==> src/rtl/irn_pkg.sv <==
// Shared types, constants and symbol tables for the integer to Roman numeral block.
// Used by irn_ctrl, irn_datapath and int_to_roman_numeral_top.
package irn_pkg;

	localparam int VALUE_W  = 12;
	localparam int LETTER_W = 8;
	localparam int SYM_COUNT = 13;
	localparam int SYM_W    = $clog2(SYM_COUNT);

	localparam logic [LETTER_W-1:0] LTR_NONE = 8'h00;
	localparam logic [LETTER_W-1:0] LTR_I    = 8'h49;
	localparam logic [LETTER_W-1:0] LTR_V    = 8'h56;
	localparam logic [LETTER_W-1:0] LTR_X    = 8'h58;
	localparam logic [LETTER_W-1:0] LTR_L    = 8'h4C;
	localparam logic [LETTER_W-1:0] LTR_C    = 8'h43;
	localparam logic [LETTER_W-1:0] LTR_D    = 8'h44;
	localparam logic [LETTER_W-1:0] LTR_M    = 8'h4D;

	typedef enum logic {
		ST_IDLE,
		ST_EMIT
	} state_t;

	typedef struct packed {
		logic load;
		logic advance;
	} cmd_t;

	typedef struct packed {
		logic empty;
		logic last;
	} status_t;

	function automatic logic [VALUE_W-1:0] sym_weight(input logic [SYM_W-1:0] k);
		logic [VALUE_W-1:0] w;
		case (k)
			4'd0:    w = 12'd1000;
			4'd1:    w = 12'd900;
			4'd2:    w = 12'd500;
			4'd3:    w = 12'd400;
			4'd4:    w = 12'd100;
			4'd5:    w = 12'd90;
			4'd6:    w = 12'd50;
			4'd7:    w = 12'd40;
			4'd8:    w = 12'd10;
			4'd9:    w = 12'd9;
			4'd10:   w = 12'd5;
			4'd11:   w = 12'd4;
			default: w = 12'd1;
		endcase
		return w;
	endfunction

	function automatic logic [LETTER_W-1:0] sym_first(input logic [SYM_W-1:0] k);
		logic [LETTER_W-1:0] c;
		case (k)
			4'd0:    c = LTR_M;
			4'd1:    c = LTR_C;
			4'd2:    c = LTR_D;
			4'd3:    c = LTR_C;
			4'd4:    c = LTR_C;
			4'd5:    c = LTR_X;
			4'd6:    c = LTR_L;
			4'd7:    c = LTR_X;
			4'd8:    c = LTR_X;
			4'd9:    c = LTR_I;
			4'd10:   c = LTR_V;
			default: c = LTR_I;
		endcase
		return c;
	endfunction

	function automatic logic [LETTER_W-1:0] sym_second(input logic [SYM_W-1:0] k);
		logic [LETTER_W-1:0] c;
		case (k)
			4'd1:    c = LTR_M;
			4'd3:    c = LTR_D;
			4'd5:    c = LTR_C;
			4'd7:    c = LTR_L;
			4'd9:    c = LTR_X;
			4'd11:   c = LTR_V;
			default: c = LTR_NONE;
		endcase
		return c;
	endfunction

endpackage

==> src/rtl/irn_ctrl.sv <==
// Controller state machine for the Roman numeral block.
// Depends on irn_pkg; drives irn_datapath through cmd_t and reads status_t.
module irn_ctrl (
	input  logic             clk,
	input  logic             arst_n,
	input  logic             start,
	input  irn_pkg::status_t status,
	output irn_pkg::cmd_t    cmd,
	output logic             busy,
	output logic             strobe
);
	import irn_pkg::*;

	state_t state_q;
	state_t state_d;

	always_ff @(posedge clk or negedge arst_n) begin
		if (!arst_n) begin
			state_q <= ST_IDLE;
		end else begin
			state_q <= state_d;
		end
	end

	always_comb begin
		state_d = state_q;
		unique case (state_q)
			ST_IDLE: begin
				if (start) state_d = ST_EMIT;
			end
			ST_EMIT: begin
				if (status.empty || status.last) state_d = ST_IDLE;
			end
			default: state_d = ST_IDLE;
		endcase
	end

	always_comb begin
		cmd.load    = 1'b0;
		cmd.advance = 1'b0;
		busy        = 1'b0;
		strobe      = 1'b0;
		unique case (state_q)
			ST_IDLE: begin
				cmd.load = start;
			end
			ST_EMIT: begin
				busy        = 1'b1;
				strobe      = !status.empty;
				cmd.advance = !status.empty;
			end
			default: begin
				busy = 1'b0;
			end
		endcase
	end

endmodule

==> src/rtl/irn_datapath.sv <==
// Datapath for the Roman numeral block: remaining value, symbol select, letter output.
// Depends on irn_pkg symbol tables; commanded by irn_ctrl.
module irn_datapath (
	input  logic                           clk,
	input  logic [irn_pkg::VALUE_W-1:0]    value,
	input  irn_pkg::cmd_t                  cmd,
	output irn_pkg::status_t               status,
	output logic [irn_pkg::LETTER_W-1:0]   letter
);
	import irn_pkg::*;

	logic [VALUE_W-1:0] rest_q;
	logic [SYM_W-1:0]   sym_q;
	logic               half_q;
	logic [SYM_W-1:0]   sel;
	logic [VALUE_W-1:0] rest_next;
	logic               two_letter;

	always_comb begin
		sel = SYM_W'(SYM_COUNT - 1);
		for (int k = SYM_COUNT - 1; k >= 0; k--) begin
			if (sym_weight(SYM_W'(k)) <= rest_q) sel = SYM_W'(k);
		end
	end

	assign rest_next  = rest_q - sym_weight(sel);
	assign two_letter = sym_second(sel) != LTR_NONE;

	always_comb begin
		status.empty = (rest_q == '0) && !half_q;
		if (half_q) begin
			letter      = sym_second(sym_q);
			status.last = rest_q == '0;
		end else begin
			letter      = sym_first(sel);
			status.last = !two_letter && (rest_next == '0);
		end
	end

	always_ff @(posedge clk) begin
		if (cmd.load) begin
			rest_q <= value;
			half_q <= 1'b0;
			sym_q  <= '0;
		end else if (cmd.advance) begin
			if (half_q) begin
				half_q <= 1'b0;
			end else begin
				rest_q <= rest_next;
				sym_q  <= sel;
				half_q <= two_letter;
			end
		end
	end

endmodule

==> src/rtl/int_to_roman_numeral_top.sv <==
// Integer to Roman numeral converter, top level.
// Instantiates irn_ctrl and irn_datapath; depends on irn_pkg.
//
// Usage:
//   Raise start with value while busy is low; the transaction is taken at that
//   clock edge and busy rises in the next cycle.
//   The numeral leaves one ASCII letter per cycle on letter, marked by strobe,
//   with last high on its final letter. Letters of one numeral come in
//   consecutive cycles, starting the cycle after the transaction is taken.
//   Busy stays high while the letters of the numeral are emitted and falls after
//   the final letter; a new value is taken only while busy is low.
//   A value of zero gives no letters and holds busy for one cycle.
//   Values above 3999 yield a run of four M letters for the thousands.
//   The receiver cannot stall: every strobe is a delivered letter.
//   Reset (arst_n low) returns the controller to idle at once and drops any
//   numeral in progress; nothing is kept between transactions.
module int_to_roman_numeral_top (
	input  logic                          clk,
	input  logic                          arst_n,
	input  logic                          start,
	input  logic [irn_pkg::VALUE_W-1:0]   value,
	output logic                          busy,
	output logic                          strobe,
	output logic [irn_pkg::LETTER_W-1:0]  letter,
	output logic                          last
);
	import irn_pkg::*;

	cmd_t    cmd;
	status_t status;

	irn_ctrl u_ctrl (
		.clk    (clk),
		.arst_n (arst_n),
		.start  (start),
		.status (status),
		.cmd    (cmd),
		.busy   (busy),
		.strobe (strobe)
	);

	irn_datapath u_datapath (
		.clk    (clk),
		.value  (value),
		.cmd    (cmd),
		.status (status),
		.letter (letter)
	);

	assign last = strobe && status.last;

`ifndef SYNTH
	a_strobe_busy: assert property (@(posedge clk) disable iff (!arst_n)
		strobe |-> busy)
		else $error("letter strobed while not busy");

	a_last_frees: assert property (@(posedge clk) disable iff (!arst_n)
		(strobe && last) |=> !busy)
		else $error("busy held after last letter");

	a_letters_contiguous: assert property (@(posedge clk) disable iff (!arst_n)
		(strobe && !last) |=> strobe)
		else $error("gap inside a numeral");

	a_accept_busy: assert property (@(posedge clk) disable iff (!arst_n)
		(start && !busy) |=> busy)
		else $error("accepted transaction did not raise busy");
`endif

endmodule
==> config.mk <==
export PLATFORM = sky130hd
export DESIGN_NAME = int_to_roman_numeral_top
export DESIGN_NICKNAME = d
export VERILOG_FILES = /design/src/rtl/irn_pkg.sv /design/src/rtl/irn_ctrl.sv /design/src/rtl/irn_datapath.sv /design/src/rtl/int_to_roman_numeral_top.sv
export SDC_FILE = /design/constraint.sdc
export NUM_CORES = 1
export LEC_CHECK = 0
export ABC_AREA = 1
export BUFFER_PORTS_ARGS = -buffer_cell sky130_fd_sc_hd__buf_2
export CORE_MARGIN = 5
export CORE_UTILIZATION = 24
export CTS_CLUSTER_DIAMETER = 40
export DETAILED_ROUTE_END_ITERATION = 6
export GPL_TIMING_DRIVEN = 0
export PLACE_DENSITY = 0.43
export SLEW_MARGIN = 20
export SYNTH_ARGS = -nofsm -noshare
export SYNTH_HDL_FRONTEND = slang
export SYNTH_SLANG_ARGS = --single-unit
==> constraint.sdc <==
create_clock -name clk -period 4.9 [get_ports clk]
set_input_delay 0.245 -clock clk [delete_from_list [all_inputs] [get_ports clk]]
set_output_delay 0.245 -clock clk [all_outputs]
set_load 0.005 [all_outputs]
==> results of run 1 <==
final cells by class:
cell class	count	area (µm²)	share of cell area
buffer	5	26.28	0.01019
sequential	18	485.5	0.1883
timing repair buffer	32	185.2	0.07181
clock inverter	1	3.754	0.001456
inverter	58	222.7	0.08637
clock buffer	3	41.29	0.01601
multi-input combinational	261	1479	0.5735
tap	108	135.1	0.05240
metal layers:
metal  vias up  share of wire
met5         -              0
met4         0          0.014
met3         7          0.023
met2        33           0.46
met1      1011           0.51
li1       1180              -
timing repair:
item / CTS / global route
buffers inserted: 0 / 8
endpoints found under the hold margin: 1 / 0
hold buffers: 1 / 0
gates resized for setup: 0 / 10
endpoints found under the setup margin: 0 / 1
worst max-delay path, cell delays in order, from the launching register on:
cell and delay, ns:
edfxtp_1 0.50, buf_4 0.18, inv_1 0.10, nand3_1 0.09, nand3b_1 0.22, o211ai_1 0.16, o21ai_1 0.09, a21oi_1 0.16
nor2_2 0.09, inv_2 0.10, ha_1 0.25, nand2_1 0.07, inv_1 0.05, nand2_1 0.05, o21ai_0 0.15, fa_2 0.42
inv_1 0.12, nand3_1 0.10, nand2_1 0.10, nand2_1 0.05, nand2_1 0.10, nand3_1 0.09, nor2_1 0.10, nand4_1 0.08
nor2_1 0.11, nand4_1 0.18, a21oi_1 0.18, buf_2 0.13
cells by family (layout without fill, tap and decap cells):
logic type | Yosys count | after routing
compound gates | 58 | 58
buf+inv | 63 | 99
flops | 18 | 18
simple gates | 179 | 179
other cells | 1 | 2
xor+xnor | 6 | 6
fa+ha+maj | 16 | 16
synthesized netlist by cell type, drive strengths merged:
| library cell | instances | area (µm²) |
|---|---|---|
| nor4 | 1 | 6.260 |
| nand3b | 2 | 15.01 |
| a211oi | 1 | 7.510 |
| nand3 | 27 | 150.2 |
| fa | 1 | 20.02 |
| dfrtp | 1 | 25.02 |
| a311oi | 1 | 8.760 |
| dfxtp | 5 | 100.1 |
| ha | 15 | 187.7 |
| edfxtp | 12 | 360.4 |
| nor2 | 41 | 211.5 |
| o211ai | 1 | 7.510 |
| a22o | 1 | 8.760 |
| nand4 | 7 | 43.79 |
| o31ai | 1 | 21.27 |
| o22ai | 4 | 25.02 |
| xor2 | 4 | 35.03 |
| a21oi | 19 | 95.09 |
| nor3 | 3 | 15.01 |
| nand2 | 96 | 395.4 |
| o21bai | 2 | 15.01 |
| and2 | 1 | 6.260 |
| buf | 2 | 15.01 |
| o21ai | 28 | 147.7 |
| nand2b | 1 | 6.260 |
| inv | 58 | 222.7 |
| clkbuf | 3 | 11.26 |
| xnor2 | 2 | 17.52 |
| conb | 1 | 3.750 |
flip-flops by register name, summed over array words and instances (netlist names):
signal and flops:
u_ctrl.state_q 1, u_datapath.half_q 1, u_datapath.rest_q 12, u_datapath.sym_q 4
worst min path at each step:
stage	start	endpoint	slack [ns]	cells after the start
6_report	value[11]	u_datapath.rest_q[11]$_DFFE_PP_	0.26	3
3_3_place_gp	arst_n	u_ctrl.state_q$_DFF_PN0_	0.02	1
3_5_place_dp	arst_n	u_ctrl.state_q$_DFF_PN0_	0.02	1
5_1_grt	value[4]	u_datapath.rest_q[4]$_DFFE_PP_	0.26	3
2_1_floorplan	arst_n	u_ctrl.state_q$_DFF_PN0_	-0.05	0
4_1_cts	value[11]	u_datapath.rest_q[11]$_DFFE_PP_	0.26	3
metrics by stage:
stage,setup WS (ns),hold slack (ns),cells,instance area (µm²),utilization
floorplan,1.318,-0.05059,342,2188,-
finish,0.3766,0.2576,486,2579,0.2928
global placement,0.3275,0.02057,473,2439,0.2769
CTS,0.05689,0.2599,478,2494,0.2832
detailed placement,0.3450,0.02167,473,2439,0.2769
global route,0.02609,0.2643,486,2579,0.2928
==> impl_results.md, run 1 <==
- Status: complete, no violations
- Largest net degree at the start of global routing: 17
- Fraction of layout cells with a size suffix above 1: 0.2116
- Syn Inst Count: between 300 and 400
- Worst-Skew Late Latency: between 0.2 and 0.3 ns
- Reg clk slew, reported paths: roughly 0.07 ns
- Critical path type: reg -> out
- Die Ht: approximately 110 µm
- Worst Reg-to-Reg Cells: 27
- Setup TNS: 0 ns
- ANT nets after route: 0
- Fin crit share: 0.9231
- Simple logic cell fraction of the synthesized area: 0.3889
- CTS tree: done
- Met2 Usage GRT: 0.1835
- Post-route minimum period: about 4.5 ns
- CP max FO: 5
- DIE AREA: around 0.011 mm²
- Worst r2r src: u_datapath.rest_q[8]$_DFFE_PP_
- Antenna Cells: 0
- PortBufs: 23
- Crit end category: output port
- Met1 layer usage reported by global route: 0.1533
- Max clock buf depth: 2
- Adder-cell share of the synthesized area: 0.09507
- R2R setup slack: 0.89 ns
- Nets: 410
- CORE AREA: around 0.0088 mm²
- WL per Instance: ~13 µm
- CP Launch Point: u_datapath.rest_q[8]$_DFFE_PP_
- Max frequency: about 0.22 GHz
- Hold Crit Class: in -> reg
- Via density: between 4 and 5
- GR Util All Layers: 0.1111
- Xor-xnor portion of the synthesized cell area: 0.02405
- Yosys reg bits: 18
- GRT busiest layer: met2
- R2r endpoint: u_ctrl.state_q$_DFF_PN0_
- Drt first-iter violations: roughly 150
- Commonest non-fill, non-tap cell in the layout: nand2_1
- Setup crit end: last
- Max-slew violation count: 0
- Startpoint Class: register
- Initial Util: 0.2481
- Max Cap Viol: 0
- Initial DRT Pass Iterations: 5
- CTS Buf Count: 3
- CP Data Required Time: 4.66 ns
- Synth cell types: 39
- Cell area after synthesis: 0.002185 mm²
- Register area share after synthesis: 0.2222
- Detailed Place HPWL: a little over 5000 µm
- WP data arrival: 4.28 ns
- Area Growth Syn to Fin: 18.04%
- Unrepaired setup endpoints after global routing: false
- Rows: 34
- Clock sink count: 18
- Synth Warn #: 0
- Post-synthesis mux area share: 0
- Final hold vios: 0
- Remaining global-route overflow: 0
- Largest family of logic cells by synthesized area: simple AND/OR/NAND/NOR gates
- Mean Syn Cell Area: between 6 and 7 µm²
- I/O pins: 26
- Clock root buffer: clkbuf_8
- Total wire length: between 6000 and 7000 µm
- Fill cell count: between 900 and 1,000
- Vias post-DR: 2,231
- Synth Area in Compound Gates: 0.1541
- Commonest cells after routing, fill and taps aside: nand2_1 (85), inv_1 (46), nor2_1 (27)
- CTS H-tree depth: 1
- Vias in the first global route: around 2,200
- Global-route wire length before repair: 10,210 µm
- Initial antenna violation count: 0
- Die W: roughly 110 µm
- Met3 Use GR: 0.009169
- Drt drc: 0
- Skew final: about 0.0029 ns
- Gpl congestion: 0.8035
- Final setup vio count: 0
Power of run 1 is not shown: default switching activity piles up to over one toggle a cycle in this logic, so the estimate is an artifact.
==> run 2: changes to the inputs <==
Settings changed: CTS_BUF_LIST set to sky130_fd_sc_hd__clkbuf_4 sky130_fd_sc_hd__clkbuf_8 sky130_fd_sc_hd__clkbuf_16.
Clock period 4.9 ns to 5.9 ns, I/O delays scaled along.
==> run 2 against run 1 <==
- sequential share of layout area is 0.64 points higher
- register-to-register slack better by 0.71 ns
- first-iteration DRC count is 16% higher
- die area stayed put
- count of clock-buffer cells in the layout stayed put
- clock skew stayed put
- setup slack better by 0.66 ns
- global-route usage stayed put
- via count is 1.2% lower
- flip-flop and latch count stayed put
- utilization is 0.97 points lower
- routed wire length is 1.1% lower
==> impl_results.md, run 2 (synthesized netlist as in run 1, its figures left out) <==
- Status: complete, no violations
- Commonest non-fill, non-tap cell in the layout: nand2_1
- PortBufs: 23 (unchanged)
- Max Cap Viol: 0 (unchanged)
- Fill cell count: 986 (+0.31%)
- Antenna Cells: 0 (unchanged)
- Rows: 34 (unchanged)
- Reg clk slew, reported paths: 0.07 ns (about the same)
- Gpl congestion: 0.8035 (unchanged)
- Vias in the first global route: 2,208 (unchanged)
- Crit end category: output port
- Critical path type: reg -> out
- Worst-Skew Late Latency: 0.26 ns (about the same)
- Startpoint Class: register
- Max reg flops: 12 (unchanged)
- WL per Instance: 12.79 µm (+0.52%)
- Initial Util: 0.2481 (unchanged)
- Fin crit share: 0.8245
- Remaining global-route overflow: 0 (unchanged)
- Fin Hold WS: 0.3076 ns (+0.05000 ns)
- Reg with most FFs: u_datapath.rest_q
- Area Growth Syn to Fin: 14.15%
- Global-route wire length before repair: 10,210 µm (unchanged)
- Max clock buf depth: 2 (unchanged)
- Final setup vio count: 0 (unchanged)
- Post-CTS Setup Bufs: 0 (unchanged)
- Fraction of layout cells with a size suffix above 1: 0.1757 (-0.03596)
- Detailed Place HPWL: 5181 µm (unchanged)
- Worst setup margin: 1.036 ns (+0.6589 ns)
- CTS Buf Count: 3 (unchanged)
- Clock sink count: 18 (unchanged)
- Final hold vios: 0 (unchanged)
- Via density: 4.613 (+0.49%)
- Initial DRT Pass Iterations: 4 (-1)
- Max-slew violation count: 0 (unchanged)
- Initial antenna violation count: 0 (unchanged)
- Drt drc: 0 (unchanged)
- Cell mode on critical path: nand2_1
- Skew final: 0.002876 ns (unchanged)
- Worst path top cell family by delay: simple AND/OR/NAND/NOR gates
- Die W: 105.4 µm (unchanged)
- Buf/Inv on CP: 4 (-2)
- CTS H-tree depth: 1 (unchanged)
- CTS tree: done
- WP data arrival: 4.57 ns (+0.29 ns)
- Largest net degree at the start of global routing: 17 (unchanged)
- Hold Crit Class: in -> reg
- Commonest cells after routing, fill and taps aside: nand2_1 (86), inv_1 (47), nor2_1 (31)
- CP max FO: 5 (unchanged)
- Biggest regs: u_datapath.rest_q: 12 flops, u_datapath.sym_q: 4 flops
- GR Util All Layers: 0.1111 (unchanged)
- Die Ht: 105.4 µm (unchanged)
- Post-route minimum period: slightly below 5 ns
- Nets: 402 (-2.0%)
- Clock root buffer: clkbuf_8
- Post-Place Setup Slack: 1.295 ns (+0.9500 ns)
- DIE AREA: 0.01111 mm² (unchanged)
- Max frequency: about 0.21 GHz
- Crit-path max cell delay: 0.47 ns (-0.03 ns)
- CORE AREA: 0.008806 mm² (unchanged)
- ANT nets after route: 0 (unchanged)
- Drt first-iter violations: 171 (+16%)
- Unrepaired setup endpoints after global routing: false
- Slowest stage cell, crit path: edfxtp_1
- I/O pins: 26 (unchanged)
- Setup TNS: 0 ns (unchanged)
- Vias post-DR: 2,205 (-1.2%)
- Total wire length: 6116 µm (-1.1%)
- CP Data Required Time: 5.61 ns (+0.95 ns)
-- run 2: changes by cell type in the layout (fill, tap and decap cells not counted) --
cell / previous run / this run
buf_4: 10 / 2
fa_1: 0 / 1
fa_2: 1 / 0
inv_1: 46 / 47
inv_2: 10 / 9
nand2_1: 85 / 86
nand2_2: 9 / 8
nor2_1: 27 / 31
nor2_2: 9 / 7
nor2_4: 3 / 1
o21ai_0: 19 / 20
o21ai_1: 7 / 6
-- run 2: repair_timing --
item | in CTS | in global routing
hold endpoints to repair | 1 | 0
hold buffers | 1 | 0
gates resized for setup | 0 | 0
-- run 2: per-layer routing --
layer / global-route usage / part of all wire / up-vias
li1: - / - / 1164
met1: 0.1533 / 0.50 / 993
met2: 0.1835 / 0.45 / 41
met3: 0.009169 / 0.027 / 7
met4: 0.03561 / 0.014 / 0
met5: 0 / 0 / -
-- run 2: area by class of cell --
cell class | instances | area (µm²) | share of cell area
buffer | 5 | 26.28 | 0.01054
tap | 108 | 135.1 | 0.05419
multi-input combinational | 261 | 1454 | 0.5830
inverter | 58 | 222.7 | 0.08931
clock inverter | 1 | 3.754 | 0.001505
timing repair buffer | 24 | 125.1 | 0.05018
clock buffer | 3 | 41.29 | 0.01656
sequential | 18 | 485.5 | 0.1947
-- run 2: worst paths after layout --
kind | start | to | slack [ns] | cells after the start
max in group asynchronous | arst_n | u_ctrl.state_q$_DFF_PN0_ | 5.47 | 2
worst min-delay path | value[11] | u_datapath.rest_q[11]$_DFFE_PP_ | 0.31 | 3
worst max register to register | u_datapath.rest_q[10]$_DFFE_PP_ | u_ctrl.state_q$_DFF_PN0_ | 1.60 | 26
worst min register to register | u_datapath.sym_q[1]$_SDFFE_PP0P_ | u_datapath.sym_q[1]$_SDFFE_PP0P_ | 0.55 | 2
worst max-delay path | u_datapath.rest_q[10]$_DFFE_PP_ | last | 1.04 | 26
min in group asynchronous | arst_n | u_ctrl.state_q$_DFF_PN0_ | 0.35 | 2
-- run 2: through the flow --
stage	util	instances	area [µm²]
finish	0.2832	478	2494
global route	0.2832	478	2494
CTS	0.2832	478	2494
detailed placement	0.2769	473	2439
global placement	0.2769	473	2439
floorplan	-	342	2188
-- run 2: worst register-to-register path, delay by kind of cell, from the launching register on --
| kind | cells | cell delay (ns) |
|---|---|---|
| compound gates | 4 | 0.56 |
| fa+ha+maj | 2 | 0.79 |
| buf+inv | 3 | 0.35 |
| flops | 1 | 0.47 |
| simple gates | 17 | 2.02 |
Power of run 2 is left out for the same reason.
==> run 3: changes to the inputs <==
Settings changed: ABC_AREA 1 to 0.
Clock period 5.9 ns to 4.8 ns, I/O delays scaled along.
==> run 3 against run 2 <==
- the run now ends with negative setup slack left
- via count decreased by 2.6%
- flip-flop and latch count unchanged
- critical path depth decreased by 6
- non-clock buffer count grew 38
- setup slack worse by 1.2 ns
- area after synthesis decreased by 8.5%
==> impl_results.md, run 3 <==
- Commonest non-fill, non-tap cell in the layout: nand2_1
- Fin Hold WS: 0.2298 ns (-0.07781 ns)
- Worst-Skew Late Latency: 0.26 ns (about the same)
- Global-route wire length before repair: 10,540 µm (+3.2%)
- Post-route minimum period: 4.935 ns
- CTS Buf Count: 3 (unchanged)
- Remaining global-route overflow: 0 (unchanged)
- Cell area after synthesis: 0.001998 mm² (-8.5%)
- PortBufs: 23 (unchanged)
- Area Growth Syn to Fin: 36.38%
- Drt first-iter violations: 124 (-27%)
- Synth top area share: 0.1803 (+0.01539)
- Max clock buf depth: 2 (unchanged)
- Ranking of synthesized cells by area: edfxtp_1 (18%), ha_1 (9.4%), nand2_1 (7.1%)
- Mean Syn Cell Area: 7.627 µm² (+19%)
- Largest net degree at the start of global routing: 13 (-4)
- Die Ht: 101.2 µm (-3.9%)
- Initial DRT Pass Iterations: 4 (unchanged)
- Clock root buffer: clkbuf_8
- Synth Warn #: 0 (unchanged)
- Startpoint Class: register
- Count leader, synth: nand2_1
- GR Util All Layers: 0.1285 (+0.01742)
- CTS H-tree depth: 1 (unchanged)
- Via density: 5.005 (+8.5%)
- Critical path type: reg -> out
- Unrepaired setup endpoints after global routing: true
- Worst-margin pin slew: 0.7023 ns
- Slew headroom: 0.5308
- CORE AREA: 0.008175 mm² (-7.2%)
- Nets: 356 (-11%)
- Fin crit share: 1.028
- Vias post-DR: 2,147 (-2.6%)
- Detailed Place HPWL: 4819 µm (-7.0%)
- Max frequency: ~0.2 GHz
- Reg with most FFs: u_datapath.rest_q
- DIE AREA: 0.01025 mm² (-7.7%)
- Initial Util: 0.2444 (-0.003668)
- Antenna Cells: 0 (unchanged)
- Vias in the first global route: 2,097 (-5.0%)
- Syn Inst Count: 262 (-23%)
- Largest area contributor in the netlist: edfxtp_1
- Fraction of layout cells with a size suffix above 1: 0.3272 (+0.1515)
- Synth cell types: 59 (+51%)
- Max reg flops: 12 (unchanged)
- Biggest regs: u_datapath.rest_q: 12 flops, u_datapath.sym_q: 4 flops
- ANT nets after route: 0 (unchanged)
- Synth Flop Type: edfxtp_1
- Status: finished with violations
- Post-synth ARST share: 0.05556 (unchanged)
- Rows: 33 (-2.9%)
- Commonest cells after routing, fill and taps aside: nand2_1 (38), buf_4 (35), buf_2 (24)
- Failing checks: negative setup slack
- Reg clk slew, reported paths: 0.08 ns (about the same)
- Yosys reg bits: 18 (unchanged)
- Register area share after synthesis: 0.2430 (+0.02073)
- Gpl congestion: 0.8282 (+3.1%)
- WP data arrival: 4.69 ns (+0.12 ns)
- Initial antenna violation count: 0 (unchanged)
- Die W: 101.2 µm (-3.9%)
- CTS tree: done
- Skew final: 0.006480 ns (+0.003604 ns)
- Clock sink count: 18 (unchanged)
- Drt drc: 0 (unchanged)
- Hold Crit Class: in -> reg
- CP max FO: 4 (-1)
- EDFF count, synth: 12 (unchanged)
- Max-slew violation count: 0 (unchanged)
- Worst setup margin: -0.1349 ns (-1.170 ns)
- CP Data Required Time: 4.56 ns (-1.05 ns)
- WL per Instance: 15.27 µm (+19%)
- Max Cap Viol: 0 (unchanged)
- Final hold vios: 0 (unchanged)
- Synth top cells by count: nand2_1 (38), nor2_1 (27), o21ai_0 (22), a21oi_1 (17), inv_1 (16)
- Crit end category: output port
- Final setup vio count: 2 (+2)
- I/O pins: 26 (unchanged)
- Total wire length: 6552 µm (+7.1%)
==> run 3: cells by family after synthesis <==
family / after synthesis / synth area share
multiplexers: 3 / 0.01503
other: 1 / 0.001877
buffers and inverters: 26 / 0.05761
adder cells (fa/ha/maj): 16 / 0.1039
flip-flops: 18 / 0.2430
XOR/XNOR: 8 / 0.03506
AND/OR/NAND/NOR: 109 / 0.2780
AO/OA/AOI/OAI: 81 / 0.2655
==> run 3: final cells by class <==
cell class | count | area [µm²]
multi-input combinational | 219 | 1544
tap | 105 | 131.4
clock buffer | 4 | 55.05
inverter | 16 | 60.06
timing repair buffer | 59 | 395.4
fill | 896 | 5450
sequential | 18 | 485.5
buffer | 8 | 53.80
==> run 3: worst paths after layout <==
check,startpoint,end,slack [ns],depth (start not counted)
setup / recovery,u_datapath.rest_q[7]$_DFFE_PP_,last,-0.13,20
hold / removal,value[8],u_datapath.rest_q[8]$_DFFE_PP_,0.23,3
setup reg to reg,u_datapath.rest_q[7]$_DFFE_PP_,u_datapath.rest_q[6]$_DFFE_PP_,-0.09,27
hold reg to reg,u_datapath.sym_q[1]$_SDFFE_PP0P_,u_datapath.sym_q[1]$_SDFFE_PP0P_,0.52,2
max in group asynchronous,arst_n,u_ctrl.state_q$_DFF_PN0_,4.45,2
min in group asynchronous,arst_n,u_ctrl.state_q$_DFF_PN0_,0.27,2
==> run 3: worst max-delay path, stage by stage (launching register included) <==
cell	delay, ns
edfxtp_1	0.44
nand2_1	0.15
a31oi_2	0.18
a211oi_2	0.09
a2111o_1	0.50
nor3_4	0.25
inv_2	0.08
ha_4	0.24
nor2_2	0.07
nor2_1	0.05
ha_2	0.21
fa_2	0.40
nand2b_4	0.18
a211oi_4	0.25
nor4_1	0.08
a311oi_1	0.35
nand2_1	0.13
nand4b_1	0.25
nor4b_2	0.27
o21a_1	0.15
buf_2	0.10
==> run 3: metal layers <==
layer	vias up	track usage	part of all wire
met2	47	0.2188	0.48
met1	1013	0.1767	0.48
met4	0	0.02761	0.0087
met5	-	0	0
met3	7	0.01171	0.027
li1	1080	-	-
==> run 3: timing repair <==
action	4_1_cts	5_1_grt
pin swaps	11	21
buffers inserted	26	9
gates resized for setup	16	20
endpoints found under the hold margin	1	0
setup endpoints to repair	2	2
hold buffers	1	0
==> run 3: per-stage QoR <==
| step | instance area [µm²] | setup slack, ns | utilization | TNS, ns | cells |
|---|---|---|---|---|---|
| 3_3_place_gp | 2248 | -0.6099 | 0.2750 | -0.9043 | 391 |
| 3_5_place_dp | 2252 | -0.6076 | 0.2755 | -0.9022 | 391 |
| 6_report | 2725 | -0.1349 | 0.3333 | -0.2247 | 429 |
| 2_1_floorplan | 2002 | 0.3048 | - | 0 | 263 |
| 5_1_grt | 2725 | -0.3316 | 0.3333 | -0.6048 | 429 |
| 4_1_cts | 2580 | 0.001397 | 0.3156 | 0 | 421 |
Power of run 3 is left out for the same reason.
